===== src/hdl/mpq_pkg.sv =====
// Shared types, codes and the control store for the linear-scan max-priority queue.
// Used by the channel interfaces, the sequencer and the top level. No dependencies.
package mpq_pkg;

  localparam int VALUE_W      = 32;
  localparam int STATUS_W     = 2;
  localparam int OCC_W        = 7;
  localparam int DEF_CAPACITY = 64;
  localparam int STEP_W       = 4;

  typedef enum logic {
    OP_PUSH = 1'b0,
    OP_POP  = 1'b1
  } opcode_t;

  typedef enum logic [STATUS_W-1:0] {
    ST_OK    = 2'd0,
    ST_EMPTY = 2'd1,
    ST_FULL  = 2'd2
  } status_t;

  typedef logic [STEP_W-1:0] step_t;

  // Hold the step while the named side is not ready.
  typedef enum logic [1:0] {
    W_NONE   = 2'd0,
    W_INPUT  = 2'd1,
    W_OUTPUT = 2'd2
  } wait_t;

  // Jump conditions; when false the step counter advances.
  typedef enum logic [2:0] {
    C_NEVER  = 3'd0,
    C_ALWAYS = 3'd1,
    C_POP    = 3'd2,
    C_EMPTY  = 3'd3,
    C_FULL   = 3'd4,
    C_LAST   = 3'd5,
    C_MORE   = 3'd6
  } cond_t;

  typedef enum logic [1:0] {
    A_IDX   = 2'd0,
    A_LAST  = 2'd1,
    A_BEST  = 2'd2,
    A_COUNT = 2'd3
  } addr_sel_t;

  typedef enum logic [1:0] {
    RES_OK_MAX  = 2'd0,
    RES_OK_ZERO = 2'd1,
    RES_EMPTY   = 2'd2,
    RES_FULL    = 2'd3
  } res_sel_t;

  typedef struct packed {
    wait_t     wt;
    cond_t     cond;
    step_t     target;
    addr_sel_t addr_sel;
    logic      rd_en;
    logic      wr_en;
    logic      wr_ram;     // write data from the RAM read port, else the input word
    logic      idx_clr;
    logic      idx_inc;
    logic      best_init;
    logic      best_cmp;
    logic      cnt_inc;
    logic      cnt_dec;
    logic      emit;
    res_sel_t  res_sel;
  } ctrl_t;

  typedef struct packed {
    logic in_valid;
    logic out_busy;
    logic pop;
    logic empty;
    logic full;
    logic last;
  } flags_t;

  localparam step_t S_IDLE     = 4'd0;
  localparam step_t S_DISPATCH = 4'd1;
  localparam step_t S_PUSH     = 4'd2;
  localparam step_t S_WRITE    = 4'd3;
  localparam step_t S_EMIT_PSH = 4'd4;
  localparam step_t S_POP      = 4'd5;
  localparam step_t S_RD0      = 4'd6;
  localparam step_t S_FIRST    = 4'd7;
  localparam step_t S_SCAN     = 4'd8;
  localparam step_t S_RD_LAST  = 4'd9;
  localparam step_t S_MOVE     = 4'd10;
  localparam step_t S_EMIT_POP = 4'd11;
  localparam step_t S_EMIT_EMP = 4'd12;
  localparam step_t S_EMIT_FUL = 4'd13;

  localparam ctrl_t CTRL_NOP = '{
    wt: W_NONE, cond: C_NEVER, target: S_IDLE, addr_sel: A_IDX,
    rd_en: 1'b0, wr_en: 1'b0, wr_ram: 1'b0, idx_clr: 1'b0, idx_inc: 1'b0,
    best_init: 1'b0, best_cmp: 1'b0, cnt_inc: 1'b0, cnt_dec: 1'b0,
    emit: 1'b0, res_sel: RES_OK_ZERO
  };

  function automatic ctrl_t ucode(step_t pc);
    ctrl_t w;
    w = CTRL_NOP;
    unique case (pc)
      S_IDLE: begin
        w.wt = W_INPUT;
      end
      S_DISPATCH: begin
        w.cond   = C_POP;
        w.target = S_POP;
      end
      S_PUSH: begin
        w.cond   = C_FULL;
        w.target = S_EMIT_FUL;
      end
      S_WRITE: begin
        w.addr_sel = A_COUNT;
        w.wr_en    = 1'b1;
        w.cnt_inc  = 1'b1;
      end
      S_EMIT_PSH: begin
        w.wt      = W_OUTPUT;
        w.emit    = 1'b1;
        w.res_sel = RES_OK_ZERO;
        w.cond    = C_ALWAYS;
        w.target  = S_IDLE;
      end
      S_POP: begin
        w.cond    = C_EMPTY;
        w.target  = S_EMIT_EMP;
        w.idx_clr = 1'b1;
      end
      S_RD0: begin
        w.rd_en   = 1'b1;
        w.idx_inc = 1'b1;
      end
      S_FIRST: begin
        w.rd_en     = 1'b1;
        w.idx_inc   = 1'b1;
        w.best_init = 1'b1;
        w.cond      = C_LAST;
        w.target    = S_RD_LAST;
      end
      S_SCAN: begin
        w.rd_en    = 1'b1;
        w.idx_inc  = 1'b1;
        w.best_cmp = 1'b1;
        w.cond     = C_MORE;
        w.target   = S_SCAN;
      end
      S_RD_LAST: begin
        w.rd_en    = 1'b1;
        w.addr_sel = A_LAST;
      end
      S_MOVE: begin
        w.wr_en    = 1'b1;
        w.wr_ram   = 1'b1;
        w.addr_sel = A_BEST;
        w.cnt_dec  = 1'b1;
      end
      S_EMIT_POP: begin
        w.wt      = W_OUTPUT;
        w.emit    = 1'b1;
        w.res_sel = RES_OK_MAX;
        w.cond    = C_ALWAYS;
        w.target  = S_IDLE;
      end
      S_EMIT_EMP: begin
        w.wt      = W_OUTPUT;
        w.emit    = 1'b1;
        w.res_sel = RES_EMPTY;
        w.cond    = C_ALWAYS;
        w.target  = S_IDLE;
      end
      S_EMIT_FUL: begin
        w.wt      = W_OUTPUT;
        w.emit    = 1'b1;
        w.res_sel = RES_FULL;
        w.cond    = C_ALWAYS;
        w.target  = S_IDLE;
      end
      default: begin
        w.cond   = C_ALWAYS;
        w.target = S_IDLE;
      end
    endcase
    return w;
  endfunction

endpackage


===== src/hdl/mpq_if.sv =====
// Valid/ready channel interfaces for the queue's request and response words.
// Depends on mpq_pkg for field widths.
interface mpq_in_if;
  import mpq_pkg::*;
  logic                      valid;
  logic                      ready;
  logic                      opcode;
  logic signed [VALUE_W-1:0] value;

  modport source (output valid, opcode, value, input ready);
  modport sink (input valid, opcode, value, output ready);
endinterface

interface mpq_out_if;
  import mpq_pkg::*;
  logic                      valid;
  logic                      ready;
  logic signed [VALUE_W-1:0] max_value;
  logic [STATUS_W-1:0]       status;
  logic [OCC_W-1:0]          occupancy;

  modport source (output valid, max_value, status, occupancy, input ready);
  modport sink (input valid, max_value, status, occupancy, output ready);
endinterface


===== src/hdl/mpq_ram.sv =====
// Generic single-write, single-read RAM with registered read data.
// No dependencies.
module mpq_ram #(
  parameter int WIDTH = 32,
  parameter int DEPTH = 64
) (
  input  logic                     clk,
  input  logic                     we,
  input  logic [$clog2(DEPTH)-1:0] waddr,
  input  logic [WIDTH-1:0]         wdata,
  input  logic                     re,
  input  logic [$clog2(DEPTH)-1:0] raddr,
  output logic [WIDTH-1:0]         rdata
);
  logic [WIDTH-1:0] mem [DEPTH];

  always_ff @(posedge clk) begin
    if (we) begin
      mem[waddr] <= wdata;
    end
    if (re) begin
      rdata <= mem[raddr];
    end
  end
endmodule


===== src/hdl/mpq_seq.sv =====
// Microprogram sequencer: step counter, control store lookup and jump logic.
// Depends on mpq_pkg for the control word, flags and the program itself.
module mpq_seq (
  input  logic            clk,
  input  logic            rst,
  input  mpq_pkg::flags_t flags,
  output mpq_pkg::ctrl_t  ctrl
);
  import mpq_pkg::*;

  step_t pc;
  step_t pc_next;
  logic  hold;
  logic  take;

  assign ctrl = ucode(pc);

  always_comb begin
    hold = (ctrl.wt == W_INPUT && !flags.in_valid) ||
           (ctrl.wt == W_OUTPUT && flags.out_busy);
    unique case (ctrl.cond)
      C_NEVER:  take = 1'b0;
      C_ALWAYS: take = 1'b1;
      C_POP:    take = flags.pop;
      C_EMPTY:  take = flags.empty;
      C_FULL:   take = flags.full;
      C_LAST:   take = flags.last;
      C_MORE:   take = !flags.last;
      default:  take = 1'b0;
    endcase
    if (hold) begin
      pc_next = pc;
    end else if (take) begin
      pc_next = ctrl.target;
    end else begin
      pc_next = pc + step_t'(1);
    end
  end

  always_ff @(posedge clk) begin
    if (rst) begin
      pc <= S_IDLE;
    end else begin
      pc <= pc_next;
    end
  end
endmodule


===== src/hdl/max_priority_queue_linear_scan_core.sv =====
// Max-priority queue over an unsorted entry RAM, scanned one entry per cycle on pop.
// Top level: datapath, entry RAM (mpq_ram) and microprogram sequencer (mpq_seq).
// Depends on mpq_pkg and the channel interfaces in mpq_if.
//
// Usage: req carries opcode (0 push value, 1 pop maximum) and value; rsp returns
// max_value, status (0 ok, 1 pop on empty, 2 push on full) and occupancy, one
// rsp word per req word, in order. Both channels move a word when valid and ready
// are high at a rising edge. One word is processed at a time.
// The time from one req acceptance to the next possible one depends on the operation:
// a push checks for full, writes and emits; a pop checks for empty, scans all held
// entries, moves the last entry into the maximum's slot and emits. The pop time is set
// by the scan through the RAM's single read port, one entry a cycle.
// The rsp word is registered; req is taken again while it still waits. If rsp is
// stalled when the next result is ready, the sequencer holds at its emit step.
// Reset (rst, synchronous) empties the queue and drops any pending rsp word; the
// RAM is not cleared, since only entries below the held count are ever read.
module max_priority_queue_linear_scan_core #(
  parameter int CAPACITY = mpq_pkg::DEF_CAPACITY
) (
  input  logic      clk,
  input  logic      rst,
  mpq_in_if.sink    req,
  mpq_out_if.source rsp
);
  import mpq_pkg::*;

  localparam int AW = $clog2(CAPACITY);
  localparam int CW = $clog2(CAPACITY + 1);

  ctrl_t  ctrl;
  flags_t flags;

  logic                      in_fire;
  logic                      out_busy;
  logic                      out_load;
  logic                      op_q;
  logic [VALUE_W-1:0]        val_q;
  logic [CW-1:0]             count;
  logic [CW-1:0]             idx;
  logic [AW-1:0]             rd_addr_q;
  logic [VALUE_W-1:0]        best_val;
  logic [AW-1:0]             best_idx;
  logic [AW-1:0]             ram_addr;
  logic [VALUE_W-1:0]        ram_wdata;
  logic [VALUE_W-1:0]        rd_data;
  logic [CW-1:0]             count_m1;
  logic                      best_upd;
  logic signed [VALUE_W-1:0] res_max;
  status_t                   res_status;
  logic                      out_valid;
  logic signed [VALUE_W-1:0] out_max;
  logic [STATUS_W-1:0]       out_status;
  logic [OCC_W-1:0]          out_occ;

  mpq_seq u_seq (
    .clk   (clk),
    .rst   (rst),
    .flags (flags),
    .ctrl  (ctrl)
  );

  assign req.ready = (ctrl.wt == W_INPUT);
  assign in_fire   = req.valid && req.ready;
  assign out_busy  = out_valid && !rsp.ready;
  assign out_load  = ctrl.emit && !out_busy;
  assign count_m1  = count - CW'(1);

  always_comb begin
    flags.in_valid = req.valid;
    flags.out_busy = out_busy;
    flags.pop      = (op_q == OP_POP);
    flags.empty    = (count == '0);
    flags.full     = (count == CW'(CAPACITY));
    flags.last     = (CW'(rd_addr_q) + CW'(1)) >= count;
  end

  always_comb begin
    unique case (ctrl.addr_sel)
      A_IDX:   ram_addr = idx[AW-1:0];
      A_LAST:  ram_addr = count_m1[AW-1:0];
      A_BEST:  ram_addr = best_idx;
      A_COUNT: ram_addr = count[AW-1:0];
      default: ram_addr = idx[AW-1:0];
    endcase
    ram_wdata = ctrl.wr_ram ? rd_data : val_q;
  end

  mpq_ram #(
    .WIDTH (VALUE_W),
    .DEPTH (CAPACITY)
  ) u_ram (
    .clk   (clk),
    .we    (ctrl.wr_en),
    .waddr (ram_addr),
    .wdata (ram_wdata),
    .re    (ctrl.rd_en),
    .raddr (ram_addr),
    .rdata (rd_data)
  );

  // Strict compare keeps the first of equal maxima.
  assign best_upd = ctrl.best_init ||
                    (ctrl.best_cmp && ($signed(best_val) < $signed(rd_data)));

  always_comb begin
    unique case (ctrl.res_sel)
      RES_OK_MAX: begin
        res_max    = $signed(best_val);
        res_status = ST_OK;
      end
      RES_OK_ZERO: begin
        res_max    = '0;
        res_status = ST_OK;
      end
      RES_EMPTY: begin
        res_max    = '0;
        res_status = ST_EMPTY;
      end
      RES_FULL: begin
        res_max    = '0;
        res_status = ST_FULL;
      end
      default: begin
        res_max    = '0;
        res_status = ST_OK;
      end
    endcase
  end

  always_ff @(posedge clk) begin
    if (rst) begin
      count     <= '0;
      out_valid <= 1'b0;
    end else begin
      if (ctrl.cnt_inc) begin
        count <= count + CW'(1);
      end else if (ctrl.cnt_dec) begin
        count <= count_m1;
      end
      if (out_load) begin
        out_valid <= 1'b1;
      end else if (rsp.ready) begin
        out_valid <= 1'b0;
      end
    end
  end

  always_ff @(posedge clk) begin
    if (in_fire) begin
      op_q  <= req.opcode;
      val_q <= req.value;
    end
    if (ctrl.idx_clr) begin
      idx <= '0;
    end else if (ctrl.idx_inc) begin
      idx <= idx + CW'(1);
    end
    if (ctrl.rd_en) begin
      rd_addr_q <= ram_addr;
    end
    if (best_upd) begin
      best_val <= rd_data;
      best_idx <= rd_addr_q;
    end
    if (out_load) begin
      out_max    <= res_max;
      out_status <= res_status;
      out_occ    <= OCC_W'(count);
    end
  end

  assign rsp.valid     = out_valid;
  assign rsp.max_value = out_max;
  assign rsp.status    = out_status;
  assign rsp.occupancy = out_occ;

  a_count_bound: assert property (@(posedge clk) disable iff (rst)
    count <= CW'(CAPACITY))
    else $error("held count above capacity");

  a_one_at_a_time: assert property (@(posedge clk) disable iff (rst)
    in_fire |=> !req.ready)
    else $error("request taken while one is in progress");

  a_full_result: assert property (@(posedge clk) disable iff (rst)
    out_load && ctrl.res_sel == RES_FULL |-> count == CW'(CAPACITY))
    else $error("full status reported below capacity");

  a_empty_result: assert property (@(posedge clk) disable iff (rst)
    out_load && ctrl.res_sel == RES_EMPTY |-> count == '0)
    else $error("empty status reported with entries held");

  a_pop_removes: assert property (@(posedge clk) disable iff (rst)
    ctrl.cnt_dec |-> count != '0 && !ctrl.cnt_inc)
    else $error("remove from an empty store");
endmodule

===== src/flat_wrapper.sv =====
// flat-port wrapper written by rule: the top's interface ports become plain ports
module max_priority_queue_linear_scan_core_flat import mpq_pkg::*;
#(
  parameter int CAPACITY = mpq_pkg::DEF_CAPACITY
)
  (clk, rst, req_valid, req_opcode, req_value, req_ready, rsp_valid, rsp_max_value, rsp_status, rsp_occupancy, rsp_ready);
  mpq_in_if req_i ();
  mpq_out_if rsp_i ();
  input  logic clk;
  input  logic rst;
  input wire logic [$bits(req_i.valid)-1:0] req_valid;
  input wire logic [$bits(req_i.opcode)-1:0] req_opcode;
  input wire logic [$bits(req_i.value)-1:0] req_value;
  output wire logic [$bits(req_i.ready)-1:0] req_ready;
  output wire logic [$bits(rsp_i.valid)-1:0] rsp_valid;
  output wire logic [$bits(rsp_i.max_value)-1:0] rsp_max_value;
  output wire logic [$bits(rsp_i.status)-1:0] rsp_status;
  output wire logic [$bits(rsp_i.occupancy)-1:0] rsp_occupancy;
  input wire logic [$bits(rsp_i.ready)-1:0] rsp_ready;
  assign req_i.valid = req_valid;
  assign req_i.opcode = req_opcode;
  assign req_i.value = req_value;
  assign req_ready = req_i.ready;
  assign rsp_valid = rsp_i.valid;
  assign rsp_max_value = rsp_i.max_value;
  assign rsp_status = rsp_i.status;
  assign rsp_occupancy = rsp_i.occupancy;
  assign rsp_i.ready = rsp_ready;
  max_priority_queue_linear_scan_core #(.CAPACITY(CAPACITY)) u_core (.clk(clk), .rst(rst), .req(req_i), .rsp(rsp_i));
endmodule

===== config.mk =====
export PLATFORM = sky130hd
export DESIGN_NAME = max_priority_queue_linear_scan_core_flat
export DESIGN_NICKNAME = d
export VERILOG_FILES = /design/src/hdl/mpq_pkg.sv /design/src/hdl/mpq_if.sv /design/src/hdl/mpq_ram.sv /design/src/hdl/mpq_seq.sv /design/src/hdl/max_priority_queue_linear_scan_core.sv /design/src/flat_wrapper.sv
export SDC_FILE = /design/constraint.sdc
export NUM_CORES = 2
export LEC_CHECK = 0
export BUFFER_PORTS_ARGS = -buffer_cell sky130_fd_sc_hd__buf_4
export CAP_MARGIN = 0
export CORE_MARGIN = 4
export CORE_UTILIZATION = 59
export CTS_BUF_LIST = sky130_fd_sc_hd__clkbuf_4
export DETAILED_ROUTE_END_ITERATION = 10
export GPL_TIMING_DRIVEN = 1
export HOLD_SLACK_MARGIN = 0.08
export MAX_ROUTING_LAYER = met4
export PLACE_DENSITY = 0.78
export SLEW_MARGIN = 20
export SYNTH_ARGS = -nofsm -noshare
export SYNTH_HDL_FRONTEND = slang
export SYNTH_SLANG_ARGS = --single-unit
export TNS_END_PERCENT = 5

===== constraint.sdc =====
create_clock -name clk -period 4.25 [get_ports clk]
set_input_delay 1.275 -clock clk [delete_from_list [all_inputs] [get_ports clk]]
set_output_delay 1.275 -clock clk [all_outputs]
set_load 0.05 [all_outputs]

==> impl_results.md <==
* Status: finished with violations
* Violated checks: setup timing
* Antenna violations before repair at 5
* Post-Synth Simple-Gate Area at roughly 2.3%
* Worst-Margin Slew at 1.21 ns
* Layout cells sized above 1 at between 30% and 40%
* Post-Route WL at 239,000 um
* Delay-heaviest family, CP: simple AND/OR/NAND/NOR gates
* Port bufs at 79
* Total track usage at about 33%
* DRT Pass-1 Iters at 5
* Mux contribution to synthesized area at between 10% and 20%
* GPL Wtd Cong at around 0.9
* Post-Synth Adder-Cell Area at 0.696%
* Seq pwr share at 41.0%
* Final Cell Area at around 0.099 mm^2
* Largest family of logic cells by synthesized area: multiplexers
* CP arrival at ~5.4 ns
* Post-Synthesis Cell Area at 0.0845 mm^2
* Nets at ~4.7k
* Cell count after synthesis at between 3k and 4k
* Area grow syn2layout at 16.7%
* Synth area leader: edfxtp_1
* Switching power at a little over 20,000 uW
* Die Area at approximately 0.15 mm^2
* Clk pwr share at a little over a quarter
* Most common cell in the synthesized netlist: edfxtp_1
* Cell internal pwr at ~44,000 uW
* Syn Nets at between 3k and 4k
* Highest Signal Layer: met4
* Max cap viols at 0
* YS warnings at 0
* Fin crit share at 101%
* Largest net degree at the start of global routing at 65
* Dominant cells by area after synthesis: edfxtp_1 (78%), mux4_2 (14%), a22oi_1 (1.7%)
* Die Span X at just under 400 um
* Fin Clk Skew at about 0.11 ns
* Crit-path max cell delay at roughly 0.65 ns
* CTS tree: yes
* Dpl cell area at between 0.09 and 0.1 mm^2
* Total grt overflow at 0
* Seq/Total Area, Yosys at 78.5%
* Top cell type's share of synthesized area at ~80%
* Yosys reg bits at 2,216
* EDFF count, synth at roughly 2.2k
* Gate power share at between 30% and 40%
* Met2 routed WL at about 110,000 um
* DP HPWL at 138,000 um
* Final core occ at 69.5%
* CTS Buf Count at between 500 and 600
* Crit path from: u_core.u_seq.pc[1]
* First-pass GRT wire length at approximately 340,000 um
* Clock sink total at 2,216
* PnR worst setup slack at -0.0546 ns
* Final worst path period need at roughly 4.3 ns
* Routed wire per std cell at about 35 um
* Compound-Gate Fraction of Synth Area at around 3.3%
* Pins Over Slew Limit at 0
* Critical path cell sequence: inv_1 > ha_1 > and4b_1 > or2_1 > a211o_1 > o32ai_4 > inv_2 > buf_4 > and3_2 > buf_12 > a22oi_1 > nand4_1 > or4_4
* WP buf/inv at 4
* VDD IR max at 652 uV
* Rel. slew slack at around a fifth
* Post-synth cell types at between 60 and 70
* CTS clk-pin slew, worst paths at around 0.08 ns
* Xor-xnor portion of the synthesized cell area at less than 1%
* Final hold violations at 0
* Clock latency on the worst-skew pair at between 1 and 1.5 ns
* Ports at 80
* Vias in the first global route at 47.5k
* Hold Path Class: in2reg
* Via count at 47.4k
* Top_reg_cell synth: edfxtp_1
* RSZ-0062 raised after global routing: yes
* Die Span Y at 386 um
* Setup crit end kind: flop
* Initial DRC Count at about 8k
* Reg-to-reg startpoint: u_core.u_seq.pc[1]
* Startpoint types: flop
* Critical path required time at 5.30 ns
* Max Buffers Root-to-Sink at 4
* F_max at 0.232 GHz
* WL met1 at ~77,000 um
* Min Hold Slack at roughly 0.28 ns
* Cell Rows at roughly 140
* Post-synth top cells: edfxtp_1 (2,198), mux4_2 (512), a22oi_1 (195), clkbuf_1 (116), nor2_1 (104)
* Critical path peak fanout at 32
* Hold Crit Start: rst
* Core ar. at 0.142 mm^2
* Ys async rst share at 0%
* Avg Inst Size Synth at 22.2 um^2
* Final ANT Viol Nets at 0
* Switching Share at approximately a third
* Starting Density at around 60%
* Root buf cell: clkbuf_4
* Crit-path slowest cell: or4_4
* Via density at ~6.9
* Crit Path Category: reg2reg
* Design Power at roughly 65,000 uW
* Met3 WL at between 30,000 and 40,000 um
* Post-route DRC at 0
* H-tree levels at 6
* Finish-stage setup viols at 3
* Lkg Pwr at approximately 0.032 uW
* Power density over the cells at between 600 and 700 mW/mm^2
-- state kept, by name, indices dropped and copies added (netlist names) --
register and cells:
u_core.best_idx 6, u_core.best_val 32, u_core.count 7, u_core.idx 6, u_core.op_q 1, u_core.rd_addr_q 6, u_core.rsp.max_value 32, u_core.rsp.occupancy 7
u_core.rsp.status 2, u_core.rsp.valid 1, u_core.u_ram.mem 2048, u_core.u_ram.rdata 32, u_core.u_seq.pc 4, u_core.val_q 32
-- timing repair --
| action | in CTS | in global routing |
|---|---|---|
| endpoints found under the hold margin | 33 | 0 |
| buffers inserted | 2 | 2 |
| hold buffers | 33 | 0 |
| cloned | 2 | 1 |
| endpoints found under the setup margin | 6 | 30 |
| pin swaps | 8 | 6 |
| gates resized for setup | 11 | 8 |
-- layout by cell type, fill, tap and decap left out, types with 37 or more instances in the layout --
master and count:
mux4_2 512, ha_1 47, nor2_4 65, buf_12 87, clkbuf_4 754, inv_1 45, nand2_1 93, a22o_1 65
a22oi_1 188, edfxtp_1 2198, clkinv_1 95, buf_4 337, nand4_1 42, nor2_1 37
-- layer usage --
metal | up-vias | track usage, %
li1 | 18200 | -
met5 | - | -
met3 | 903 | 7.35
met1 | 23800 | 42.2
met2 | 4484 | 48.6
met4 | 0 | 20.6
-- power by group through the flow --
| stage | clock, uW | combinational [uW] | sequential [uW] |
|---|---|---|---|
| 6_report | 17300 | 21000 | 26600 |
| 5_1_grt | 18700 | 21900 | 26600 |
| 4_1_cts | 17400 | 20600 | 26600 |
| 3_5_place_dp | 0 | 20200 | 27100 |
| 3_3_place_gp | 0 | 19700 | 27000 |
| 2_1_floorplan | 0 | 12600 | 27100 |
-- through the flow --
stage / TNS, ns / setup WS (ns) / std cells
floorplan: -317.07 / -0.274 / 3815
global placement: -0.545 / -0.167 / 5927
detailed placement: -1.16 / -0.221 / 5927
CTS: -0.0497 / -0.0322 / 6861
global route: -0.407 / -0.0897 / 6880
finish: -0.116 / -0.0546 / 6882
-- final timing paths --
kind	depth (start not counted)	slack (ns)	to
setup / recovery	13	-0.05	u_core.u_ram.rdata[18]
hold / removal	2	0.28	u_core.count[1]
setup reg to reg	13	-0.05	u_core.u_ram.rdata[18]
hold reg to reg	0	0.47	u_core.best_val[18]
-- area by class of cell --
cell class	count	area, um^2
well taps	1890	2360
diodes	12	30.0
repair buffers	473	5000
clock inverters	143	933
clock buffers	754	5660
fillers	8167	43300
flip-flops and latches	2216	66400
inverters	48	180
multi-input cells	1346	18100
-- cell families (layout without fill, tap and decap cells) --
logic type      count (synthesis)  after routing
other cells                     0             12
xor+xnor                       15             15
compound gates                381            381
mux                           516            516
fa+ha+maj                      47             47
flops                        2216           2216
buf+inv                       253           1418
simple gates                  387            387
No activity file was read; power rests on OpenSTA's default activity.
